<file path="src/rtl/eic_pkg.sv">
// ----------------------------------------------------------------------------
// eic_pkg: shared types and constants of the Ethernet/IPv4 ingress classifier
// Holds the verdict codes, the frame offsets of the captured header fields
// and the record of captured header fields.
// ----------------------------------------------------------------------------
package eic_pkg;

	localparam int LENGTH_BITS_DEFAULT = 16;

	// frame layout (byte offsets from the destination MAC)
	localparam int POS_SRC_MAC_FIRST = 6;
	localparam int POS_SRC_MAC_LAST  = 11;
	localparam int POS_TYPE_FIRST    = 12;
	localparam int POS_TYPE_LAST     = 13;
	localparam int POS_IHL           = 14;
	localparam int POS_TOTAL_FIRST   = 16;
	localparam int POS_TOTAL_LAST    = 17;
	localparam int POS_PROTOCOL      = 23;
	localparam int POS_SRC_IP_FIRST  = 26;
	localparam int POS_SRC_IP_LAST   = 29;
	localparam int POS_DST_IP_FIRST  = 30;
	localparam int POS_DST_IP_LAST   = 33;

	localparam logic [3:0]  IHL_MASK        = 4'hF;
	localparam logic [16:0] MAC_HDR_BYTES   = 17'd14;
	localparam logic [5:0]  IPV4_MIN_HDR    = 6'd20;
	localparam logic [16:0] ARP_FRAME_MIN   = 17'd42;
	localparam logic [16:0] IPV4_FRAME_MIN  = 17'd34;
	localparam logic [15:0] ETHERTYPE_ARP   = 16'h0806;
	localparam logic [15:0] ETHERTYPE_IPV4  = 16'h0800;
	localparam logic [7:0]  PROTO_ICMP      = 8'd1;
	localparam logic [7:0]  PROTO_TCP       = 8'd6;
	localparam logic [7:0]  PROTO_UDP       = 8'd17;

	typedef enum logic [3:0] {
		VERDICT_RUNT      = 4'd0,
		VERDICT_ARP       = 4'd1,
		VERDICT_ARP_SHORT = 4'd2,
		VERDICT_NOT_IPV4  = 4'd3,
		VERDICT_BAD_IHL   = 4'd4,
		VERDICT_BAD_TOTAL = 4'd5,
		VERDICT_NOT_LOCAL = 4'd6,
		VERDICT_ICMP      = 4'd7,
		VERDICT_UDP       = 4'd8,
		VERDICT_TCP       = 4'd9,
		VERDICT_OTHER     = 4'd10
	} verdict_t;

	typedef struct packed {
		logic [15:0] ethertype;
		logic [47:0] src_mac;
		logic [3:0]  ihl;
		logic [15:0] total_length;
		logic [7:0]  protocol;
		logic [31:0] src_ip;
		logic [31:0] dst_ip;
	} hdr_fields_t;

endpackage

</file>
<file path="src/rtl/eic_hdr_capture.sv">
// ----------------------------------------------------------------------------
// eic_hdr_capture: byte position counter and header field capture
// Counts frame bytes (saturating) and shifts the header bytes into their
// holding registers. Presents the fields and length as they stand after the
// current byte, so the final byte is classified in the same cycle.
// ----------------------------------------------------------------------------
module eic_hdr_capture #(
	parameter int LENGTH_BITS = eic_pkg::LENGTH_BITS_DEFAULT
) (
	input  logic                     clk,
	input  logic                     arst_n,
	input  logic                     step,
	input  logic [7:0]               byte_in,
	input  logic                     last,
	output eic_pkg::hdr_fields_t     fields_nx,
	output logic [LENGTH_BITS-1:0]   len_nx
);

	localparam logic [LENGTH_BITS-1:0] LEN_MAX = {LENGTH_BITS{1'b1}};

	logic [LENGTH_BITS-1:0] pos_q;
	eic_pkg::hdr_fields_t   fields_q;

	function automatic logic in_span(input logic [LENGTH_BITS-1:0] p, input int lo,
			input int hi);
		in_span = (p >= LENGTH_BITS'(lo)) && (p <= LENGTH_BITS'(hi));
	endfunction

	always_comb begin
		fields_nx = fields_q;
		if (in_span(pos_q, eic_pkg::POS_SRC_MAC_FIRST, eic_pkg::POS_SRC_MAC_LAST)) begin
			fields_nx.src_mac = {fields_q.src_mac[39:0], byte_in};
		end
		if (in_span(pos_q, eic_pkg::POS_TYPE_FIRST, eic_pkg::POS_TYPE_LAST)) begin
			fields_nx.ethertype = {fields_q.ethertype[7:0], byte_in};
		end
		if (pos_q == LENGTH_BITS'(eic_pkg::POS_IHL)) begin
			fields_nx.ihl = byte_in[3:0] & eic_pkg::IHL_MASK;
		end
		if (in_span(pos_q, eic_pkg::POS_TOTAL_FIRST, eic_pkg::POS_TOTAL_LAST)) begin
			fields_nx.total_length = {fields_q.total_length[7:0], byte_in};
		end
		if (pos_q == LENGTH_BITS'(eic_pkg::POS_PROTOCOL)) begin
			fields_nx.protocol = byte_in;
		end
		if (in_span(pos_q, eic_pkg::POS_SRC_IP_FIRST, eic_pkg::POS_SRC_IP_LAST)) begin
			fields_nx.src_ip = {fields_q.src_ip[23:0], byte_in};
		end
		if (in_span(pos_q, eic_pkg::POS_DST_IP_FIRST, eic_pkg::POS_DST_IP_LAST)) begin
			fields_nx.dst_ip = {fields_q.dst_ip[23:0], byte_in};
		end
		len_nx = (pos_q != LEN_MAX) ? pos_q + 1'b1 : pos_q;
	end

	always_ff @(posedge clk or negedge arst_n) begin
		if (!arst_n) begin
			pos_q    <= '0;
			fields_q <= '0;
		end else if (step) begin
			if (last) begin
				pos_q    <= '0;
				fields_q <= '0;
			end else begin
				pos_q    <= len_nx;
				fields_q <= fields_nx;
			end
		end
	end

endmodule

</file>
<file path="src/rtl/eth_ipv4_ingress_classifier_top.sv">
// ----------------------------------------------------------------------------
// eth_ipv4_ingress_classifier_top: Ethernet/IPv4 ingress frame classifier
// Parses a byte-wide Ethernet frame and issues one verdict per frame.
// ----------------------------------------------------------------------------
// Frame bytes come in on a valid/ready request channel, one byte per request,
// with end_of_frame on the last byte. Every byte is taken into an input
// register; as it moves on it updates the saturating byte counter and the
// header holding registers, and on the last byte the verdict is formed in
// the same cycle and loaded into the result register. One byte is accepted
// every cycle while in_ready is high; a frame's result is loaded as its last
// byte leaves the input register. Only an unread result while another frame
// ends holds off input (in_ready then follows out_ready). The user must write
// local_ipv4_address via cfg_we only when no frame is in flight (unenforced).
// ----------------------------------------------------------------------------
module eth_ipv4_ingress_classifier_top #(
	parameter int LENGTH_BITS = eic_pkg::LENGTH_BITS_DEFAULT
) (
	input  logic        clk,
	input  logic        arst_n,
	// configuration
	input  logic        cfg_we,
	input  logic [31:0] local_ipv4_address,
	// frame bytes
	input  logic        in_valid,
	output logic        in_ready,
	input  logic [7:0]  frame_byte,
	input  logic        end_of_frame,
	// verdicts
	output logic        out_valid,
	input  logic        out_ready,
	output logic [3:0]  verdict,
	output logic [31:0] sender_ipv4,
	output logic [47:0] sender_mac,
	output logic [6:0]  payload_offset,
	output logic [15:0] payload_length
);

	logic [31:0] local_ip_q;

	// input stage
	logic       valid_s1;
	logic [7:0] byte_s1;
	logic       last_s1;
	logic       adv_s1;

	// capture outputs
	eic_pkg::hdr_fields_t   fields_nx;
	logic [LENGTH_BITS-1:0] len_nx;

	// classification
	eic_pkg::verdict_t verdict_d;
	logic [31:0]       ip_d;
	logic [47:0]       mac_d;
	logic [6:0]        off_d;
	logic [15:0]       plen_d;
	logic [5:0]        hdr_len;
	logic [16:0]       len_w;
	logic [16:0]       total_w;

	// result register
	logic              out_valid_q;
	eic_pkg::verdict_t verdict_q;
	logic [31:0]       ip_q;
	logic [47:0]       mac_q;
	logic [6:0]        off_q;
	logic [15:0]       plen_q;

	always_ff @(posedge clk or negedge arst_n) begin
		if (!arst_n) begin
			local_ip_q <= '0;
		end else if (cfg_we) begin
			local_ip_q <= local_ipv4_address;
		end
	end

	// a mid-frame byte always moves on; a last byte needs room for its result
	assign adv_s1   = valid_s1 && (!last_s1 || !out_valid_q || out_ready);
	assign in_ready = !valid_s1 || adv_s1;

	always_ff @(posedge clk or negedge arst_n) begin
		if (!arst_n) begin
			valid_s1 <= 1'b0;
		end else if (in_ready) begin
			valid_s1 <= in_valid;
		end
	end

	always_ff @(posedge clk) begin
		if (in_ready && in_valid) begin
			byte_s1 <= frame_byte;
			last_s1 <= end_of_frame;
		end
	end

	eic_hdr_capture #(
		.LENGTH_BITS(LENGTH_BITS)
	) u_capture (
		.clk       (clk),
		.arst_n    (arst_n),
		.step      (adv_s1),
		.byte_in   (byte_s1),
		.last      (last_s1),
		.fields_nx (fields_nx),
		.len_nx    (len_nx)
	);

	// verdict chain, checked in order
	always_comb begin
		hdr_len   = {fields_nx.ihl, 2'b00};
		len_w     = 17'(len_nx);
		total_w   = 17'(fields_nx.total_length);
		verdict_d = eic_pkg::VERDICT_RUNT;
		ip_d      = '0;
		mac_d     = '0;
		off_d     = '0;
		plen_d    = '0;
		priority if (len_w < eic_pkg::MAC_HDR_BYTES) begin
			verdict_d = eic_pkg::VERDICT_RUNT;
		end else if (fields_nx.ethertype == eic_pkg::ETHERTYPE_ARP) begin
			verdict_d = (len_w >= eic_pkg::ARP_FRAME_MIN) ? eic_pkg::VERDICT_ARP
				: eic_pkg::VERDICT_ARP_SHORT;
		end else if (fields_nx.ethertype != eic_pkg::ETHERTYPE_IPV4
				|| len_w < eic_pkg::IPV4_FRAME_MIN) begin
			verdict_d = eic_pkg::VERDICT_NOT_IPV4;
		end else if (hdr_len < eic_pkg::IPV4_MIN_HDR
				|| len_w < eic_pkg::MAC_HDR_BYTES + 17'(hdr_len)) begin
			verdict_d = eic_pkg::VERDICT_BAD_IHL;
		end else begin
			off_d = 7'(eic_pkg::MAC_HDR_BYTES) + 7'(hdr_len);
			priority if (total_w < 17'(hdr_len)
					|| eic_pkg::MAC_HDR_BYTES + total_w > len_w) begin
				verdict_d = eic_pkg::VERDICT_BAD_TOTAL;
			end else if (fields_nx.dst_ip != local_ip_q) begin
				verdict_d = eic_pkg::VERDICT_NOT_LOCAL;
			end else begin
				priority if (fields_nx.protocol == eic_pkg::PROTO_ICMP) begin
					verdict_d = eic_pkg::VERDICT_ICMP;
				end else if (fields_nx.protocol == eic_pkg::PROTO_UDP) begin
					verdict_d = eic_pkg::VERDICT_UDP;
				end else if (fields_nx.protocol == eic_pkg::PROTO_TCP) begin
					verdict_d = eic_pkg::VERDICT_TCP;
				end else begin
					verdict_d = eic_pkg::VERDICT_OTHER;
				end
				ip_d   = fields_nx.src_ip;
				mac_d  = fields_nx.src_mac;
				plen_d = fields_nx.total_length - 16'(hdr_len);
			end
		end
	end

	always_ff @(posedge clk or negedge arst_n) begin
		if (!arst_n) begin
			out_valid_q <= 1'b0;
		end else if (adv_s1 && last_s1) begin
			out_valid_q <= 1'b1;
		end else if (out_ready) begin
			out_valid_q <= 1'b0;
		end
	end

	always_ff @(posedge clk) begin
		if (adv_s1 && last_s1) begin
			verdict_q <= verdict_d;
			ip_q      <= ip_d;
			mac_q     <= mac_d;
			off_q     <= off_d;
			plen_q    <= plen_d;
		end
	end

	assign out_valid      = out_valid_q;
	assign verdict        = verdict_q;
	assign sender_ipv4    = ip_q;
	assign sender_mac     = mac_q;
	assign payload_offset = off_q;
	assign payload_length = plen_q;

endmodule

</file>
<file path="config.mk">
export PLATFORM = sky130hd
export DESIGN_NAME = eth_ipv4_ingress_classifier_top
export DESIGN_NICKNAME = d
export VERILOG_FILES = /design/src/rtl/eic_pkg.sv /design/src/rtl/eic_hdr_capture.sv /design/src/rtl/eth_ipv4_ingress_classifier_top.sv
export SDC_FILE = /design/constraint.sdc
export NUM_CORES = 1
export LEC_CHECK = 0
export ABC_AREA = 1
export ABC_CLOCK_PERIOD_IN_PS = 6100
export BUFFER_PORTS_ARGS = -buffer_cell sky130_fd_sc_hd__buf_2
export CAP_MARGIN = 20
export CORE_UTILIZATION = 30
export CTS_CLUSTER_DIAMETER = 40
export CTS_CLUSTER_SIZE = 10
export DETAILED_ROUTE_END_ITERATION = 8
export PLACE_DENSITY = 0.53
export SKIP_LAST_GASP = 1
export SLEW_MARGIN = 20
export SYNTH_ARGS = -nofsm -noshare
export SYNTH_HDL_FRONTEND = slang
export SYNTH_SLANG_ARGS = --single-unit
</file>
<file path="constraint.sdc">
create_clock -name clk -period 6.1 [get_ports clk]
set_clock_uncertainty 0.15 [all_clocks]
set_input_delay 1.83 -clock clk [delete_from_list [all_inputs] [get_ports clk]]
set_output_delay 1.83 -clock clk [all_outputs]
set_load 0.05 [all_outputs]
</file>
# [Word-level counts from Yosys, hierarchy flattened]
# Cells that the tools add are included.
[classes] n_addsub=5 n_mul=0 div=0 order_cmp=17 eq_ne=9 shifts=0 muxes=21 n_bitwise=0 n_reduce_logical=20
[ops] op="156-bit 2-to-1 mux" n=1
[ops] op="16-bit 2-to-1 mux" n=4
[ops] op="32-bit 2-to-1 mux" n=2
[ops] op="16-bit by 5-bit greater-or-equal comparator with 1-bit output, second input constant" n=3
[ops] op="48-bit 2-to-1 mux" n=1
[ops] op="16-bit by 4-bit less-or-equal comparator with 1-bit output, second input constant" n=2
[ops] op="16-bit by 5-bit less-or-equal comparator with 1-bit output, second input constant" n=2
[ops] op="32-bit != test" n=1
[ops] op="4-bit 2-to-1 mux" n=7
[ops] op="4-bit by 16-bit adder with 17-bit output, first input constant" n=1
[ops] op="17-bit by 16-bit > comparator with 1-bit output" n=1
[ops] op="16-bit by 1-bit adder with 16-bit output, second input constant" n=1
[ops] op="16-bit by 12-bit equality test with 1-bit output, second input constant" n=1
[ops] op="16-bit by 4-bit equality test with 1-bit output, second input constant" n=1
[ops] op="16-bit by 5-bit equality test with 1-bit output, second input constant" n=1
[ops] op="16-bit by 3-bit greater-or-equal comparator with 1-bit output, second input constant" n=1
[ops] op="16-bit by 4-bit greater-or-equal comparator with 1-bit output, second input constant" n=1
[ops] op="16-bit by 6-bit greater-or-equal comparator with 1-bit output, second input constant" n=1
[ops] op="16-bit by 6-bit less-or-equal comparator with 1-bit output, second input constant" n=1
[ops] op="16-bit by 4-bit < comparator with 1-bit output, second input constant" n=1
[ops] op="16-bit by 6-bit < comparator with 1-bit output" n=1
[ops] op="16-bit by 6-bit < comparator with 1-bit output, second input constant" n=1
[ops] op="16-bit by 7-bit < comparator with 1-bit output" n=1
[ops] op="16-bit by 12-bit != test with 1-bit output, second input constant" n=1
[ops] op="16 further kinds" n=34
[totals] reg_bits=322 latchBits=0 ramBits=0 mem_bits_ro=0 input_bits=46 out_inout_bits=109 n_memories=0

# [Depth between registers and ports, before layout]
[depth] depth_word=11 ltp_mapped=34

# [Modules after synthesis]
# From an unflattened synthesis, not the netlist that was laid out.
[unflattened] hier_cells=2222 hier_area_um2=17778.3
[by_module_without_submodules] module="eic_hdr_capture" instances=1 cells_per_inst=1404 area_each_um2=10045.9 seq_area_each_um2=4304.1
[by_module_without_submodules] module="eth_ipv4_ingress_classifier_top" instances=1 cells_per_inst=818 area_each_um2=7732.4 seq_area_each_um2=4304.1

# [Worst setup path after synthesis]
# No wires, ideal clock.
[synth_path] path_kind="in2reg" startpoint="input port out_ready" endpoint="register plen_q[0] (netlist: payload_length[0]), enable pin" setup_ns=0.459 arrival_time_ns=4.508 required_time_ns=5.491 setup_slack_ns=0.983 cell_stages=6 n_path_buf=1 cell_sequence="inv_1 nand2_1 o21a_1 clkbuf_1 nand2_1 inv_1"
[synth_via] elab_chain_cells=3
[synth_lines] item="from (decl)" line_no="eth_ipv4_ingress_classifier_top.sv:30" text="input logic out_ready,"
[synth_lines] item="1-bit logical OR" line_no="eth_ipv4_ingress_classifier_top.sv:77" text="assign adv_s1 = valid_s1 && (!last_s1 || !out_valid_q || out_ready);"
[synth_lines] item="1-bit logical AND" line_no="eth_ipv4_ingress_classifier_top.sv:77"
[synth_lines] item="1-bit logical AND" line_no="eth_ipv4_ingress_classifier_top.sv:163" text="if (adv_s1 && last_s1) begin"
[synth_lines] item="to (signal assigned)" line_no="eth_ipv4_ingress_classifier_top.sv:168" text="plen_q <= plen_d;"
[synth_lines] item="to (decl)" line_no="eth_ipv4_ingress_classifier_top.sv:66" text="logic [15:0] plen_q;"
# No other way between the ends.
# A chain may end at the register's enable or synchronous reset.

# [Final worst setup path]
[layout_path] startpoint="register u_capture.pos_q[0]" endpoint="register plen_q[10] (netlist: payload_length[10]), data pin"
[layout_via] elab_chain_cells=7
[layout_lines] item="from (decl)" line_no="eic_hdr_capture.sv:21" text="logic [LENGTH_BITS-1:0] pos_q;"
[layout_lines] item="from (signal assigned)" line_no="eic_hdr_capture.sv:64" text="pos_q <= len_nx;"
[layout_lines] item="16-bit by 5-bit greater-or-equal comparator with 1-bit output / 16-bit by 5-bit less-or-equal comparator with 1-bit output (equally long branches)" line_no="eic_hdr_capture.sv:26" text="in_span = (p >= LENGTH_BITS'(lo)) && (p <= LENGTH_BITS'(hi));"
[layout_lines] item="1-bit logical AND" line_no="eic_hdr_capture.sv:26"
[layout_lines] item="16-bit 2-to-1 mux" line_no="eic_hdr_capture.sv:40" text="if (in_span(pos_q, eic_pkg::POS_TOTAL_FIRST, eic_pkg::POS_TOTAL_LAST)) begin"
[layout_lines] item="4-bit by 16-bit adder with 17-bit output" line_no="eth_ipv4_ingress_classifier_top.sv:131" text="|| eic_pkg::MAC_HDR_BYTES + total_w > len_w) begin"
[layout_lines] item="17-bit by 16-bit > comparator with 1-bit output" line_no="eth_ipv4_ingress_classifier_top.sv:131"
[layout_lines] item="1-bit logical OR" line_no="eth_ipv4_ingress_classifier_top.sv:131"
[layout_lines] item="6-bit OR reduction (no source line)"
# Parallel ways exist; a longest one is shown, timed or not.

==> impl_metrics.ini <==
[timing]
fmax_mhz = 184.6
finalMaxSlewViolations = 0
setup_viol = 0
fin_crit_sh_pct = 88.81
fin_crit_ns = 5.418
finalSetupTns_ns = 0
worst_pin_slew_ns = 1.024
hold_viol_final = 0
rsz0062_at_grt = no
relSlewSlack_pct = 31.76

[place]
port_buffers = 153
dp.final_hpwl_um = 29490
place_inst = 2688
place.gp.congestion = 0.8774

[clock_network]
cts_tree = yes
postCtsHoldBufs = 0
cts_resized = 0
cts.sinks = 321
cts_max_level = 2
numCtsBuffers = 54
clk_pin_slew_ns = 0.06
cts_setup_buffers = 0
clock-root-buffer = clkbuf_16
clock_path_buffers = 3
clkLatencyLatePin_ns = 0.60

[synthesis]
async_reset_ff_share_pct = 64.17
syn_avg_cell_area_um2 = 8.552
synth-simple-area-share_pct = 19.65
synthMuxAreaShare_pct = 0
syn_nets = 1989
synthAdderAreaFrac_pct = 2.450
ys.flop_type = dfrtp_1
yosysTopAreaCell = dfrtp_1
ys_seq_area_share_pct = 52.68
synth-xor-area-share_pct = 1.554
synth-compound-area-share_pct = 13.17
synth-edff-count = 115
yosys.cell_count.top_type = nand2_1
synth.distinct_cells = 45
synth_top_area_share_pct = 31.54
synthTopCellsByArea = dfrtp_1, edfxtp_1, nand2_1
syn_inst = 1911
yosys-top-cells-count = nand2_1, inv_1, dfrtp_1
synth_top_family_by_area = simple AND/OR/NAND/NOR gates
synth_seq_cells = 321
yosys_warnings = 0
syn_area_um2 = 16340

[hold_path]
hold_path.class = flip-flop to flip-flop

[drt]
drtIter0Drc = 946
vias = 13209
ant_nets = 0
wl_um = 43870
viasPerCell = 4.734
drc = 0
drt-pass1-iter-count = 7
wl_per_cell_um = 15.72

[critical_path]
start_kind = flip-flop
path_class = flip-flop to flip-flop
slowest_stage = nor4_1
crit_top_cell = nand2_1
max_stage_delay_ns = 0.50
worst_setup_path_end_kind = flip-flop
critPathArrivalTime_ns = 5.72
cp_data_required_time_ns = 6.40
path_max_fanout = 58

[job]
maxCapViolations = 0

[global_route]
grt_pass1_wl_um = 69830
antenna_found_initial = 1
grt_pass1_vias = 12606
grtUsageTotal_pct = 15.77
grt_overflow_total = 0
grt_max_degree = 97

[layout]
finalNetCount = 2126
drive_above_1_share_pct = 15.91
syn2layout_area_growth_pct = 19.59
fin_cells = 2790

[pwr]
power.leakage_nw = 8.893
powerDensity_nw_per_um2 = 303.9
peakVddDrop_mv = 0.2188

[floorplan]
pin_count = 155
die_area_um2 = 55410
core_um2 = 53810
die_width_um = 235.4
die_h_um = 235.4
fp-row-count = 85
start_util_pct = 30.37

[run_status]
status = complete, no violations
worst max-delay path, delay by kind of cell (launching register included):
family | cells | cell delay [ns]
adders and majority gates | 2 | 0.43
AOI/OAI and AO/OA | 3 | 0.46
xor gates and xnor gates | 1 | 0.20
buffers and inverters | 5 | 0.81
DFF | 1 | 0.44
and+or+nand+nor | 18 | 2.73
metrics by stage:
step | area, um^2 | util, % | hold WS (ns) | total power [W] | setup WS (ns)
6_report | 19540 | 36.31 | 0.3860 | 0.005938 | 0.6823
3_5_place_dp | 17680 | 32.85 | 0.3792 | 0.002916 | 0.6919
3_3_place_gp | 17680 | 32.85 | 0.3747 | 0.002914 | 0.8104
5_1_grt | 19540 | 36.31 | 0.4051 | 0.006169 | 0.1530
2_1_floorplan | 16340 | - | 0.3371 | 0.002738 | 0.9828
4_1_cts | 19540 | 36.31 | 0.3881 | 0.006017 | 0.7237
layer usage:
layer	vias up	wire length, um	share of wire [%]	global-route usage (%)
met1	6238	20710	47	22.37
met2	346	19830	45	24.16
li1	6554	-	-	-
met4	0	1051	2.4	5.189
met3	71	2277	5.2	2.861
met5	-	0	0	0
worst paths after layout:
| kind | from | to | slack [ns] | depth (start not counted) |
|---|---|---|---|---|
| min reg2reg | u_capture.fields_q[153] | u_capture.fields_q[153] | 0.39 | 2 |
| max in group asynchronous | arst_n | u_capture.pos_q[14] | 3.51 | 2 |
| max | u_capture.pos_q[0] | payload_length[10] | 0.68 | 29 |
| min | u_capture.fields_q[153] | u_capture.fields_q[153] | 0.39 | 2 |
| min in group asynchronous | arst_n | u_capture.fields_q[25] | 1.17 | 1 |
| max reg2reg | u_capture.pos_q[0] | payload_length[10] | 0.68 | 29 |
report_power, final:
group	switching (W)	internal, W	leakage [nW]
Clock	0.00112	0.00195	0.886
Combinational	0.000391	0.000114	4.08
Sequential	0.0000481	0.00232	3.93
Total	0.00156	0.00438	8.89
placed cells by master (no fill, tap or decap), types with 32 or more instances in the layout:
| cell | synthesis | routed |
|---|---|---|
| inv_1 | 325 | 324 |
| dfrtp_1 | 206 | 206 |
| o21ai_0 | 149 | 149 |
| edfxtp_1 | 115 | 115 |
| ha_1 | 32 | 32 |
| clkbuf_16 | 0 | 55 |
| nor2_1 | 122 | 122 |
| o22ai_1 | 171 | 171 |
| nand3_1 | 78 | 78 |
| buf_2 | 11 | 152 |
| nand2_1 | 442 | 441 |
state kept, by name, summed over array words and instances, names as in the netlist, 6 cells and up:
register,cells
sender_mac,48
byte_s1,8
payload_length,16
sender_ipv4,32
payload_offset,6
u_capture.pos_q,16
u_capture.fields_q,156
local_ip_q,32
layout make-up:
class / instances / area (um^2)
Antenna cell: 1 / 2.502
Clock buffer: 70 / 1483
Clock inverter: 31 / 379.1
Fill cell: 5511 / 34270
Inverter: 333 / 1252
Multi-Input combinational cell: 1169 / 6040
Sequential cell: 321 / 8608
Tap cell: 696 / 870.8
Timing Repair Buffer: 169 / 907.1
logic make-up after synthesis:
logic type                 Yosys count
buffers and inverters              421
AOI/OAI and AO/OA                  375
other                                1
xor gates and xnor gates            29
and+or+nand+nor                    732
adders and majority gates           32
DFF                                321
Note: power is estimated with default switching activity, not from simulation.
